<file path="src/rtl/core/ofifo_pkg.sv">
// ----------------------------------------------------------------------------
// ofifo_pkg
// Shared types and codes for the overwriting ring FIFO.
// ----------------------------------------------------------------------------
package ofifo_pkg;

    localparam int WORD_W = 32;
    localparam int FLD_W  = 5;

    // input mode codes
    localparam logic [1:0] MODE_SEND   = 2'd0;
    localparam logic [1:0] MODE_DELETE = 2'd1;
    localparam logic [1:0] MODE_VIEW   = 2'd2;

    // result kind codes
    localparam logic [1:0] KIND_ADDED   = 2'd0;
    localparam logic [1:0] KIND_REMOVED = 2'd1;
    localparam logic [1:0] KIND_EMPTY   = 2'd2;
    localparam logic [1:0] KIND_LISTED  = 2'd3;

    typedef enum logic [1:0] {
        OP_SEND,
        OP_DELETE,
        OP_VIEW
    } op_t;

    typedef struct packed {
        op_t               op;
        logic [WORD_W-1:0] payload;
    } cmd_t;

    // queue status seen by the front end
    typedef struct packed {
        logic full;
        logic valid;
    } q_status_t;

    // result fields carried alongside the memory read
    typedef struct packed {
        logic [1:0]       kind;
        logic             evicted;
        logic [FLD_W-1:0] position;
        logic [FLD_W-1:0] occupancy;
        logic             last;
        logic             use_data;
    } meta_t;

endpackage

</file>
<file path="src/rtl/core/overwrite_ring_fifo.sv">
// Results pass the command queue, the ring read/meta registers and the output
// register. One send or delete per cycle unless the result side stalls; a view
// holds the back end until every entry is listed, one ring memory read per entry.
// Reset clears head, fill count and all valid flags; ring contents are not reset.
// ----------------------------------------------------------------------------
// overwrite_ring_fifo
// Circular FIFO that overwrites its oldest entry when full.
// ----------------------------------------------------------------------------
module overwrite_ring_fifo #(
    parameter int DEPTH = 16
) (
    input  logic        clk,
    input  logic        rst_n,
    input  logic        in_valid,
    output logic        in_stall,
    input  logic [1:0]  mode,
    input  logic [31:0] payload,
    output logic        out_valid,
    input  logic        out_stall,
    output logic [1:0]  kind,
    output logic [31:0] data_word,
    output logic        evicted,
    output logic [4:0]  position,
    output logic [4:0]  occupancy,
    output logic        last
);
    import ofifo_pkg::*;

    q_status_t q_status;
    cmd_t      push_cmd;
    cmd_t      head_cmd;
    logic      push;
    logic      pop;

    ofifo_front u_front (
        .in_valid (in_valid),
        .in_stall (in_stall),
        .mode     (mode),
        .payload  (payload),
        .q_status (q_status),
        .push     (push),
        .push_cmd (push_cmd)
    );

    ofifo_cmd_queue u_queue (
        .clk      (clk),
        .rst_n    (rst_n),
        .push     (push),
        .push_cmd (push_cmd),
        .pop      (pop),
        .head_cmd (head_cmd),
        .q_status (q_status)
    );

    ofifo_back #(
        .DEPTH (DEPTH)
    ) u_back (
        .clk       (clk),
        .rst_n     (rst_n),
        .q_valid   (q_status.valid),
        .q_cmd     (head_cmd),
        .q_pop     (pop),
        .out_valid (out_valid),
        .out_stall (out_stall),
        .kind      (kind),
        .data_word (data_word),
        .evicted   (evicted),
        .position  (position),
        .occupancy (occupancy),
        .last      (last)
    );

endmodule

</file>
<file path="src/rtl/core/ofifo_front.sv">
// ----------------------------------------------------------------------------
// ofifo_front
// Input side: takes transfers, decodes the mode and pushes commands.
// ----------------------------------------------------------------------------
module ofifo_front (
    input  logic                    in_valid,
    output logic                    in_stall,
    input  logic [1:0]              mode,
    input  logic [31:0]             payload,
    input  ofifo_pkg::q_status_t    q_status,
    output logic                    push,
    output ofifo_pkg::cmd_t         push_cmd
);
    import ofifo_pkg::*;

    logic known_mode;

    assign in_stall = q_status.full;

    always_comb
    begin
        known_mode       = 1'b1;
        push_cmd.op      = OP_SEND;
        push_cmd.payload = payload;
        case (mode)
            MODE_SEND:   push_cmd.op = OP_SEND;
            MODE_DELETE: push_cmd.op = OP_DELETE;
            MODE_VIEW:   push_cmd.op = OP_VIEW;
            default:     known_mode  = 1'b0;   // unused code: taken and dropped
        endcase
    end

    assign push = in_valid && !q_status.full && known_mode;

endmodule

</file>
<file path="src/rtl/core/ofifo_cmd_queue.sv">
// ----------------------------------------------------------------------------
// ofifo_cmd_queue
// Two-entry command queue between the front and back ends.
// ----------------------------------------------------------------------------
module ofifo_cmd_queue (
    input  logic                    clk,
    input  logic                    rst_n,
    input  logic                    push,
    input  ofifo_pkg::cmd_t         push_cmd,
    input  logic                    pop,
    output ofifo_pkg::cmd_t         head_cmd,
    output ofifo_pkg::q_status_t    q_status
);
    import ofifo_pkg::*;

    cmd_t       slot_reg [2];
    logic       wr_ptr_reg;
    logic       wr_ptr_next;
    logic       rd_ptr_reg;
    logic       rd_ptr_next;
    logic [1:0] cnt_reg;
    logic [1:0] cnt_next;
    logic       do_pop;

    assign do_pop         = pop && (cnt_reg != 2'd0);
    assign head_cmd       = slot_reg[rd_ptr_reg];
    assign q_status.valid = (cnt_reg != 2'd0);
    assign q_status.full  = (cnt_reg == 2'd2);

    always_comb
    begin
        wr_ptr_next = push ? !wr_ptr_reg : wr_ptr_reg;
        rd_ptr_next = do_pop ? !rd_ptr_reg : rd_ptr_reg;
        cnt_next    = cnt_reg + {1'b0, push} - {1'b0, do_pop};
    end

    always_ff @(posedge clk or negedge rst_n)
    begin
        if (!rst_n)
        begin
            wr_ptr_reg <= 1'b0;
            rd_ptr_reg <= 1'b0;
            cnt_reg    <= 2'd0;
        end
        else
        begin
            wr_ptr_reg <= wr_ptr_next;
            rd_ptr_reg <= rd_ptr_next;
            cnt_reg    <= cnt_next;
        end
    end

    always_ff @(posedge clk)
    begin
        if (push)
        begin
            slot_reg[wr_ptr_reg] <= push_cmd;
        end
    end

endmodule

</file>
<file path="src/rtl/core/ofifo_back.sv">
// ----------------------------------------------------------------------------
// ofifo_back
// Execution side: ring memory, head and fill count, view walk, output register.
// ----------------------------------------------------------------------------
module ofifo_back #(
    parameter int DEPTH = 16
) (
    input  logic                 clk,
    input  logic                 rst_n,
    input  logic                 q_valid,
    input  ofifo_pkg::cmd_t      q_cmd,
    output logic                 q_pop,
    output logic                 out_valid,
    input  logic                 out_stall,
    output logic [1:0]           kind,
    output logic [31:0]          data_word,
    output logic                 evicted,
    output logic [4:0]           position,
    output logic [4:0]           occupancy,
    output logic                 last
);
    import ofifo_pkg::*;

    localparam int AW = $clog2(DEPTH);
    localparam int CW = $clog2(DEPTH + 1);
    localparam logic [AW:0]   DEPTH_A = (AW + 1)'(DEPTH);
    localparam logic [CW-1:0] DEPTH_C = CW'(DEPTH);

    logic [WORD_W-1:0] mem [DEPTH];

    logic [AW-1:0]     head_reg;
    logic [AW-1:0]     head_next;
    logic [CW-1:0]     count_reg;
    logic [CW-1:0]     count_next;
    logic [AW-1:0]     idx_reg;
    logic [AW-1:0]     idx_next;
    logic [WORD_W-1:0] rd_reg;
    meta_t             meta_reg;
    meta_t             meta_next;
    logic              b_valid_reg;
    logic              b_valid_next;
    logic              out_valid_reg;
    logic              out_valid_next;
    logic [1:0]        kind_reg;
    logic [WORD_W-1:0] data_reg;
    logic              evicted_reg;
    logic [FLD_W-1:0]  position_reg;
    logic [FLD_W-1:0]  occupancy_reg;
    logic              last_reg;

    logic              issue;
    logic              b_adv;
    logic              rd_en;
    logic              wr_en;
    logic [AW-1:0]     raddr;
    logic [AW-1:0]     waddr;
    logic [AW-1:0]     head_inc;
    logic [CW-1:0]     count_inc;
    logic [CW-1:0]     count_dec;
    logic [CW-1:0]     view_pos;
    logic              is_full;
    logic              is_empty;

    function automatic logic [AW-1:0] wrap_addr(input logic [AW:0] s);
        logic [AW:0] t;
        begin
            t = (s >= DEPTH_A) ? (s - DEPTH_A) : s;
            return t[AW-1:0];
        end
    endfunction

    assign b_adv = b_valid_reg && (!out_valid_reg || !out_stall);
    assign issue = q_valid && (!b_valid_reg || b_adv);

    assign is_full   = (count_reg == DEPTH_C);
    assign is_empty  = (count_reg == '0);
    assign head_inc  = wrap_addr({1'b0, head_reg} + (AW + 1)'(1));
    assign count_inc = count_reg + CW'(1);
    assign count_dec = count_reg - CW'(1);
    assign view_pos  = CW'(idx_reg) + CW'(1);

    always_comb
    begin
        head_next           = head_reg;
        count_next          = count_reg;
        idx_next            = idx_reg;
        q_pop               = 1'b0;
        rd_en               = 1'b0;
        wr_en               = 1'b0;
        raddr               = head_reg;
        waddr               = head_reg;
        meta_next.kind      = KIND_EMPTY;
        meta_next.evicted   = 1'b0;
        meta_next.position  = '0;
        meta_next.occupancy = FLD_W'(count_reg);
        meta_next.last      = 1'b1;
        meta_next.use_data  = 1'b0;

        if (issue)
        begin
            case (q_cmd.op)
                OP_SEND:
                begin
                    q_pop          = 1'b1;
                    wr_en          = 1'b1;
                    meta_next.kind = KIND_ADDED;
                    if (is_full)
                    begin
                        // oldest slot is read and overwritten in the same cycle
                        rd_en              = 1'b1;
                        head_next          = head_inc;
                        meta_next.evicted  = 1'b1;
                        meta_next.use_data = 1'b1;
                    end
                    else
                    begin
                        waddr = wrap_addr({1'b0, head_reg} + (AW + 1)'(count_reg));
                        count_next          = count_inc;
                        meta_next.occupancy = FLD_W'(count_inc);
                    end
                end
                OP_DELETE:
                begin
                    q_pop = 1'b1;
                    if (!is_empty)
                    begin
                        rd_en               = 1'b1;
                        head_next           = head_inc;
                        count_next          = count_dec;
                        meta_next.kind      = KIND_REMOVED;
                        meta_next.occupancy = FLD_W'(count_dec);
                        meta_next.use_data  = 1'b1;
                    end
                end
                OP_VIEW:
                begin
                    if (is_empty)
                    begin
                        q_pop = 1'b1;
                    end
                    else
                    begin
                        rd_en              = 1'b1;
                        raddr              = wrap_addr({1'b0, head_reg} + {1'b0, idx_reg});
                        meta_next.kind     = KIND_LISTED;
                        meta_next.position = FLD_W'(view_pos);
                        meta_next.use_data = 1'b1;
                        meta_next.last     = (view_pos == count_reg);
                        if (view_pos == count_reg)
                        begin
                            q_pop    = 1'b1;
                            idx_next = '0;
                        end
                        else
                        begin
                            idx_next = idx_reg + AW'(1);
                        end
                    end
                end
                default:
                begin
                    q_pop = 1'b1;
                end
            endcase
        end

        if (issue)
            b_valid_next = 1'b1;
        else if (b_adv)
            b_valid_next = 1'b0;
        else
            b_valid_next = b_valid_reg;

        if (b_adv)
            out_valid_next = 1'b1;
        else if (!out_stall)
            out_valid_next = 1'b0;
        else
            out_valid_next = out_valid_reg;
    end

    always_ff @(posedge clk or negedge rst_n)
    begin
        if (!rst_n)
        begin
            head_reg      <= '0;
            count_reg     <= '0;
            idx_reg       <= '0;
            b_valid_reg   <= 1'b0;
            out_valid_reg <= 1'b0;
        end
        else
        begin
            head_reg      <= head_next;
            count_reg     <= count_next;
            idx_reg       <= idx_next;
            b_valid_reg   <= b_valid_next;
            out_valid_reg <= out_valid_next;
        end
    end

    // ring memory, read-first
    always_ff @(posedge clk)
    begin
        if (wr_en)
        begin
            mem[waddr] <= q_cmd.payload;
        end
        if (rd_en)
        begin
            rd_reg <= mem[raddr];
        end
    end

    always_ff @(posedge clk)
    begin
        if (issue)
        begin
            meta_reg <= meta_next;
        end
        if (b_adv)
        begin
            kind_reg      <= meta_reg.kind;
            data_reg      <= meta_reg.use_data ? rd_reg : '0;
            evicted_reg   <= meta_reg.evicted;
            position_reg  <= meta_reg.position;
            occupancy_reg <= meta_reg.occupancy;
            last_reg      <= meta_reg.last;
        end
    end

    assign out_valid = out_valid_reg;
    assign kind      = kind_reg;
    assign data_word = data_reg;
    assign evicted   = evicted_reg;
    assign position  = position_reg;
    assign occupancy = occupancy_reg;
    assign last      = last_reg;

endmodule

</file>
<file path="config.mk">
export PLATFORM = sky130hd
export DESIGN_NAME = overwrite_ring_fifo
export DESIGN_NICKNAME = d
export VERILOG_FILES = /design/src/rtl/core/ofifo_pkg.sv /design/src/rtl/core/overwrite_ring_fifo.sv /design/src/rtl/core/ofifo_front.sv /design/src/rtl/core/ofifo_cmd_queue.sv /design/src/rtl/core/ofifo_back.sv
export SDC_FILE = /design/constraint.sdc
export NUM_CORES = 1
export LEC_CHECK = 0
export BUFFER_PORTS_ARGS = -buffer_cell sky130_fd_sc_hd__buf_2
export CAP_MARGIN = 25
export CORE_UTILIZATION = 50
export DETAILED_ROUTE_END_ITERATION = 6
export PLACE_DENSITY = 0.74
export SLEW_MARGIN = 20
export SYNTH_ARGS = -nofsm -noshare
export SYNTH_HDL_FRONTEND = slang
export SYNTH_HIERARCHICAL = 1
export SYNTH_SLANG_ARGS = --single-unit
</file>
<file path="constraint.sdc">
create_clock -name clk -period 11 [get_ports clk]
set_input_delay 0 -clock clk [delete_from_list [all_inputs] [get_ports clk]]
set_output_delay 0 -clock clk [all_outputs]
set_load 0.005 [all_outputs]
</file>
# Word level (Yosys, flattened, before mapping)
# Memory sizes are Yosys's and may differ from the RTL's. A register that Yosys moved wholly into a read port is not among the register bits.
# Cells that the tools add are included.
# W data, S select, Z words.
[classes]
add_sub_neg = 12
eq_ne = 10
magnitude_cmp = 3
bitwise_logic = 2
n_mux = 41
n_reduce_logical = 24
[op_table]
columns = ["op", "count"]
rows = [
  ["$mux W4", 12],
  ["$mux W1", 20],
  ["$ge A5 B5 Y1 const B", 3],
  ["$sub A4 B1 Y4 const B", 3],
  ["$add A4 B1 Y5 const B", 2],
  ["$mux W5", 2],
  ["$pmux W5 S2", 1],
  ["$pmux W4 S2", 1],
  ["$eq A2 B2 Y1 const B", 3],
  ["$logic_not A1 Y1", 6],
  ["$pmux W2 S3", 1],
  ["$reduce_bool A2 Y1", 3],
  ["$add A4 B4 Y5", 1],
  ["$add A4 B5 Y5", 1],
  ["$add A5 B1 Y5 const B", 1],
  ["$eq A5 B5 Y1", 1],
  ["$eq A5 B5 Y1 const B", 1],
  ["$logic_and A1 B1 Y1", 5],
  ["$logic_not A5 Y1", 1],
  ["$sub A5 B1 Y5 const B", 1],
  ["$add A4 B1 Y4 const B", 1],
  ["$eq A2 B1 Y1 const B", 2],
  ["$logic_not A2 Y1", 2],
  ["$ne A2 B1 Y1 const B", 2],
  ["13 further kinds", 16],
]
[word_totals]
output_inout_bits = 48
memories = 2
ram_bits = 580
elab_cells = 114
in_bits = 38
reg_bits = 80
[memory_table]
columns = ["memory", "words", "width", "read_ports", "rd_clocked_by_memory_dff", "wr", "line", "text"]
rows = [
  ["u_back.mem", 16, 32, 1, 1, 1, "ofifo_back.sv:29", "logic [WORD_W-1:0] mem [DEPTH];"],
  ["u_queue.slot_reg", 2, 34, 1, 0, 1, "ofifo_cmd_queue.sv:16", "cmd_t slot_reg [2];"],
]

# Depth between registers and ports, before layout
[logic_depth]
ltp_word = 8
mapped_depth = 14
depth_no_buf = 12

# By module
# The synthesis kept the hierarchy.
[modules_own_cells]
columns = ["mod", "instances", "area_each_um2", "cells_each", "seq_area_each_um2"]
rows = [
  ["ofifo_back", 1, 25911.1, 1790, 18542.8],
  ["ofifo_cmd_queue", 1, 2805.2, 123, 2142.1],
  ["ofifo_front", 1, 279.0, 37, 0.0],
]

# Least setup slack after synthesis
# OpenSTA, ideal clock, no wires.
[synth_path]
path_type = "register -> register"
start = "register u_queue.rd_ptr_reg"
end = "register u_back.rd_reg[0], read port of u_back.mem (enable)"
t_arrival_ns = 4.691
n_path_buf = 3
path_stages_with_launch = 9
period_less_slack_ns = 5.192
slack_ns = 5.808
setup_ns = 0.502
t_required_ns = 10.498
cell_sequence = "dfrtp_1 buf_6 buf_12 mux2_4 inv_1 ha_1 clkbuf_1 a21oi_1 nor4_1"
[synth_rtl]
columns = ["item", "line", "text"]
rows = [
  ["start, declared", "ofifo_cmd_queue.sv:19", "logic rd_ptr_reg;"],
  ["start signal, assigned", "ofifo_cmd_queue.sv:48", "rd_ptr_reg <= rd_ptr_next;"],
  ["end, declared", "ofifo_back.sv:37", "logic [WORD_W-1:0] rd_reg;"],
]

==> results.cfg <==
[run_status]
status = finished clean

[hold_path]
hold_depth = 2
min_path_type = primary input to flip-flop
min_from = payload[23]
min_to = u_queue/slot_reg[0][23]

[grt]
grt_max_degree = 99
grt_pass1_wl_microns = 109000
grt_use_total_pct = 24.3
grt_pass1_vias = 18300
gr-total-overflow = 0
antenna_found_initial = 1

[synth]
ys_ff_latch = 692
synth_nets = 2006
async_flop_share_pct = 2.75
ys_types = 66
synth_edf_count = 673
syn_inst = 1950
yosysSeqAreaShare_pct = 71.3
synthFlopType = edfxtp_1
syn_area_sq_mm = 0.0290
syn_avg_cell_area_sq_um = 14.9
yosys_warnings = 6

[floorplanning]
coreArea_sq_mm = 0.0568
std_cell_rows = 87
initial_utilization_pct = 51.0
die_h_microns = 243
ios = 86
die_x_microns = 243
dieArea_sq_mm = 0.0590

[drt]
routedWlPerCell_microns = 25.9
wl_microns = 72500
routed_via_density = 6.67
drt_iter0_drc = 2501
firstDrtPassIters = 6
drc = 0
vias = 18700
ant_nets = 0

[sta]
slew_viol_final = 0
slew_headroom_pct = 26.9
period_share_pct = 45.1
timing.hold.ws_ps = 101
worst_pin_slew_ps = 1100
max_freq_mhz = 202
rsz0062_at_grt = false
min_period_ps = 4960
finClkSkew_ps = 22.3
setup_violations = 0
hold_viol = 0
fin_tns_setup_ps = 0

[pwr]
p_sw_share_pct = 38.1
comb_power_share_pct = 38.8
peakVddDrop_v = 0.000299
internal_power_w = 0.00610
p_sw_w = 0.00376
clkPwrFrac_pct = 22.7
pwr-share-seq_pct = 38.5
p_leak_nw = 10.5
power_density_mw_per_mm2 = 304

[cts]
cts_resized = 0
numClockSinks = 692
numCtsBuffers = 72
cts_tree = yes
ctsHoldBuffers = 39
clk_latency_ps = 620
htreeDepth = 3
post-cts-setup-buffer-count = 0
cts.path.max_buffers = 3
path_clk_slew_ps = 60
cts-root-buf = clkbuf_16

[final_layout]
nets = 2046
drive_gt1_share_pct = 15.9
layout_common_cells = edfxtp_1, o21ai_0, nand2_1, nand3_1, a22oi_1
largest_register_ffs = 512
num_antenna_cells = 0
area.growth.synth_to_final_pct = 11.7
layout_commonest_cell = edfxtp_1

[critical_path]
cp_max_fo = 54
worstSetupStartpointType = flip-flop
r2r_cells = 12
cp.required_ps = 11340
end_kind = flip-flop
reg2reg_from = u_queue/rd_ptr_reg
r2r_setup_slack_ps = 6040
worstPathArrival_ps = 5300
r2r-end = u_back/rd_reg[23]
critPathKind = flip-flop to flip-flop

[placement]
gp_congestion = 0.829
io_buffers = 85
hpwlAfterDp_microns = 37000

[job]
maxCapViolCount = 0
[kinds of logic (layout without fill, tap and decap cells)]
logic type | after synthesis | after routing | synth area share (%)
flip-flops | 692 | 692 | 71.3
AO/OA/AOI/OAI | 630 | 630 | 15.7
AND/OR/NAND/NOR | 317 | 317 | 5.40
buffers and inverters | 229 | 323 | 4.09
multiplexers | 44 | 44 | 2.07
XOR/XNOR | 20 | 20 | 0.604
adder cells (fa/ha/maj) | 18 | 18 | 0.829
[routing by layer]
layer  vias up  share of wire [%]  global-route usage (%)
met4         0                4.4                    11.6
li1       7972                  -                       -
met2      1194                 48                    39.4
met5         -                  0                       0
met1      9270                 38                    31.5
met3       234                 10                    4.53
[layout make-up]
type	count	area, sq um
Clock buffer	86	1870
Clock inverter	42	282
Tap cell	756	946
Sequential cell	692	20700
Inverter	14	52.6
Fill cell	4353	24400
Multi-Input combinational cell	1029	7290
Timing Repair Buffer	181	1260
[worst max path at each step]
stage | start | end | slack (ps) | cells past startpoint
6_report | u_queue/rd_ptr_reg | u_back/rd_reg[23] | 6040 | 12
5_1_grt | u_queue/rd_ptr_reg | u_back/rd_reg[26] | 5780 | 12
4_1_cts | u_queue/rd_ptr_reg | u_back/rd_reg[23] | 6080 | 12
3_5_place_dp | u_queue/rd_ptr_reg | u_back/rd_reg[23] | 6070 | 12
3_3_place_gp | u_queue/rd_ptr_reg | u_back/rd_reg[22] | 6280 | 12
2_1_floorplan | u_queue/rd_ptr_reg | u_back/rd_reg[0] | 5810 | 8
[synth_stat cells, types with 37 or more instances]
master | count | area share (%)
a22oi_1 | 97 | 2.5
and2_1 | 37 | 0.80
a311oi_1 | 96 | 2.9
a21oi_1 | 39 | 0.67
buf_4 | 37 | 0.96
edfxtp_1 | 673 | 70
o21ai_0 | 196 | 3.4
clkbuf_1 | 109 | 1.4
nand2_1 | 122 | 1.6
nand3_1 | 103 | 1.8
buf_2 | 50 | 0.86
a32oi_1 | 96 | 2.9
[worst max-delay path, stage by stage (launching register included)]
cell       delay (ps)
dfrtp_2           340
buf_4             540
mux2_4            370
inv_1              80
ha_1              490
inv_1             230
o41ai_2           420
buf_4             630
nand2_2           600
buf_4             450
nand2_1           140
a32o_1            170
o2111ai_1         110
[power groups by stage]
stage	logic, W	registers, W	clock network [W]
after floorplan	0.00267	0.00378	0
after global placement	0.00358	0.00384	0
after detailed placement	0.00372	0.00385	0
after CTS	0.00375	0.00380	0.00227
after global routing	0.00410	0.00383	0.00237
final	0.00383	0.00379	0.00224
[through the flow]
step	power, W	setup slack, ps	util (%)	cell area, sq um	std cells
4_1_cts	0.00982	6080	56.9	32300	2797
5_1_grt	0.0103	5780	57.0	32400	2800
3_3_place_gp	0.00742	6280	52.4	29800	2630
3_5_place_dp	0.00757	6070	52.4	29800	2630
6_report	0.00986	6040	57.0	32400	2800
2_1_floorplan	0.00646	5810	-	29000	1950
Power figures use the tool's default switching activity.
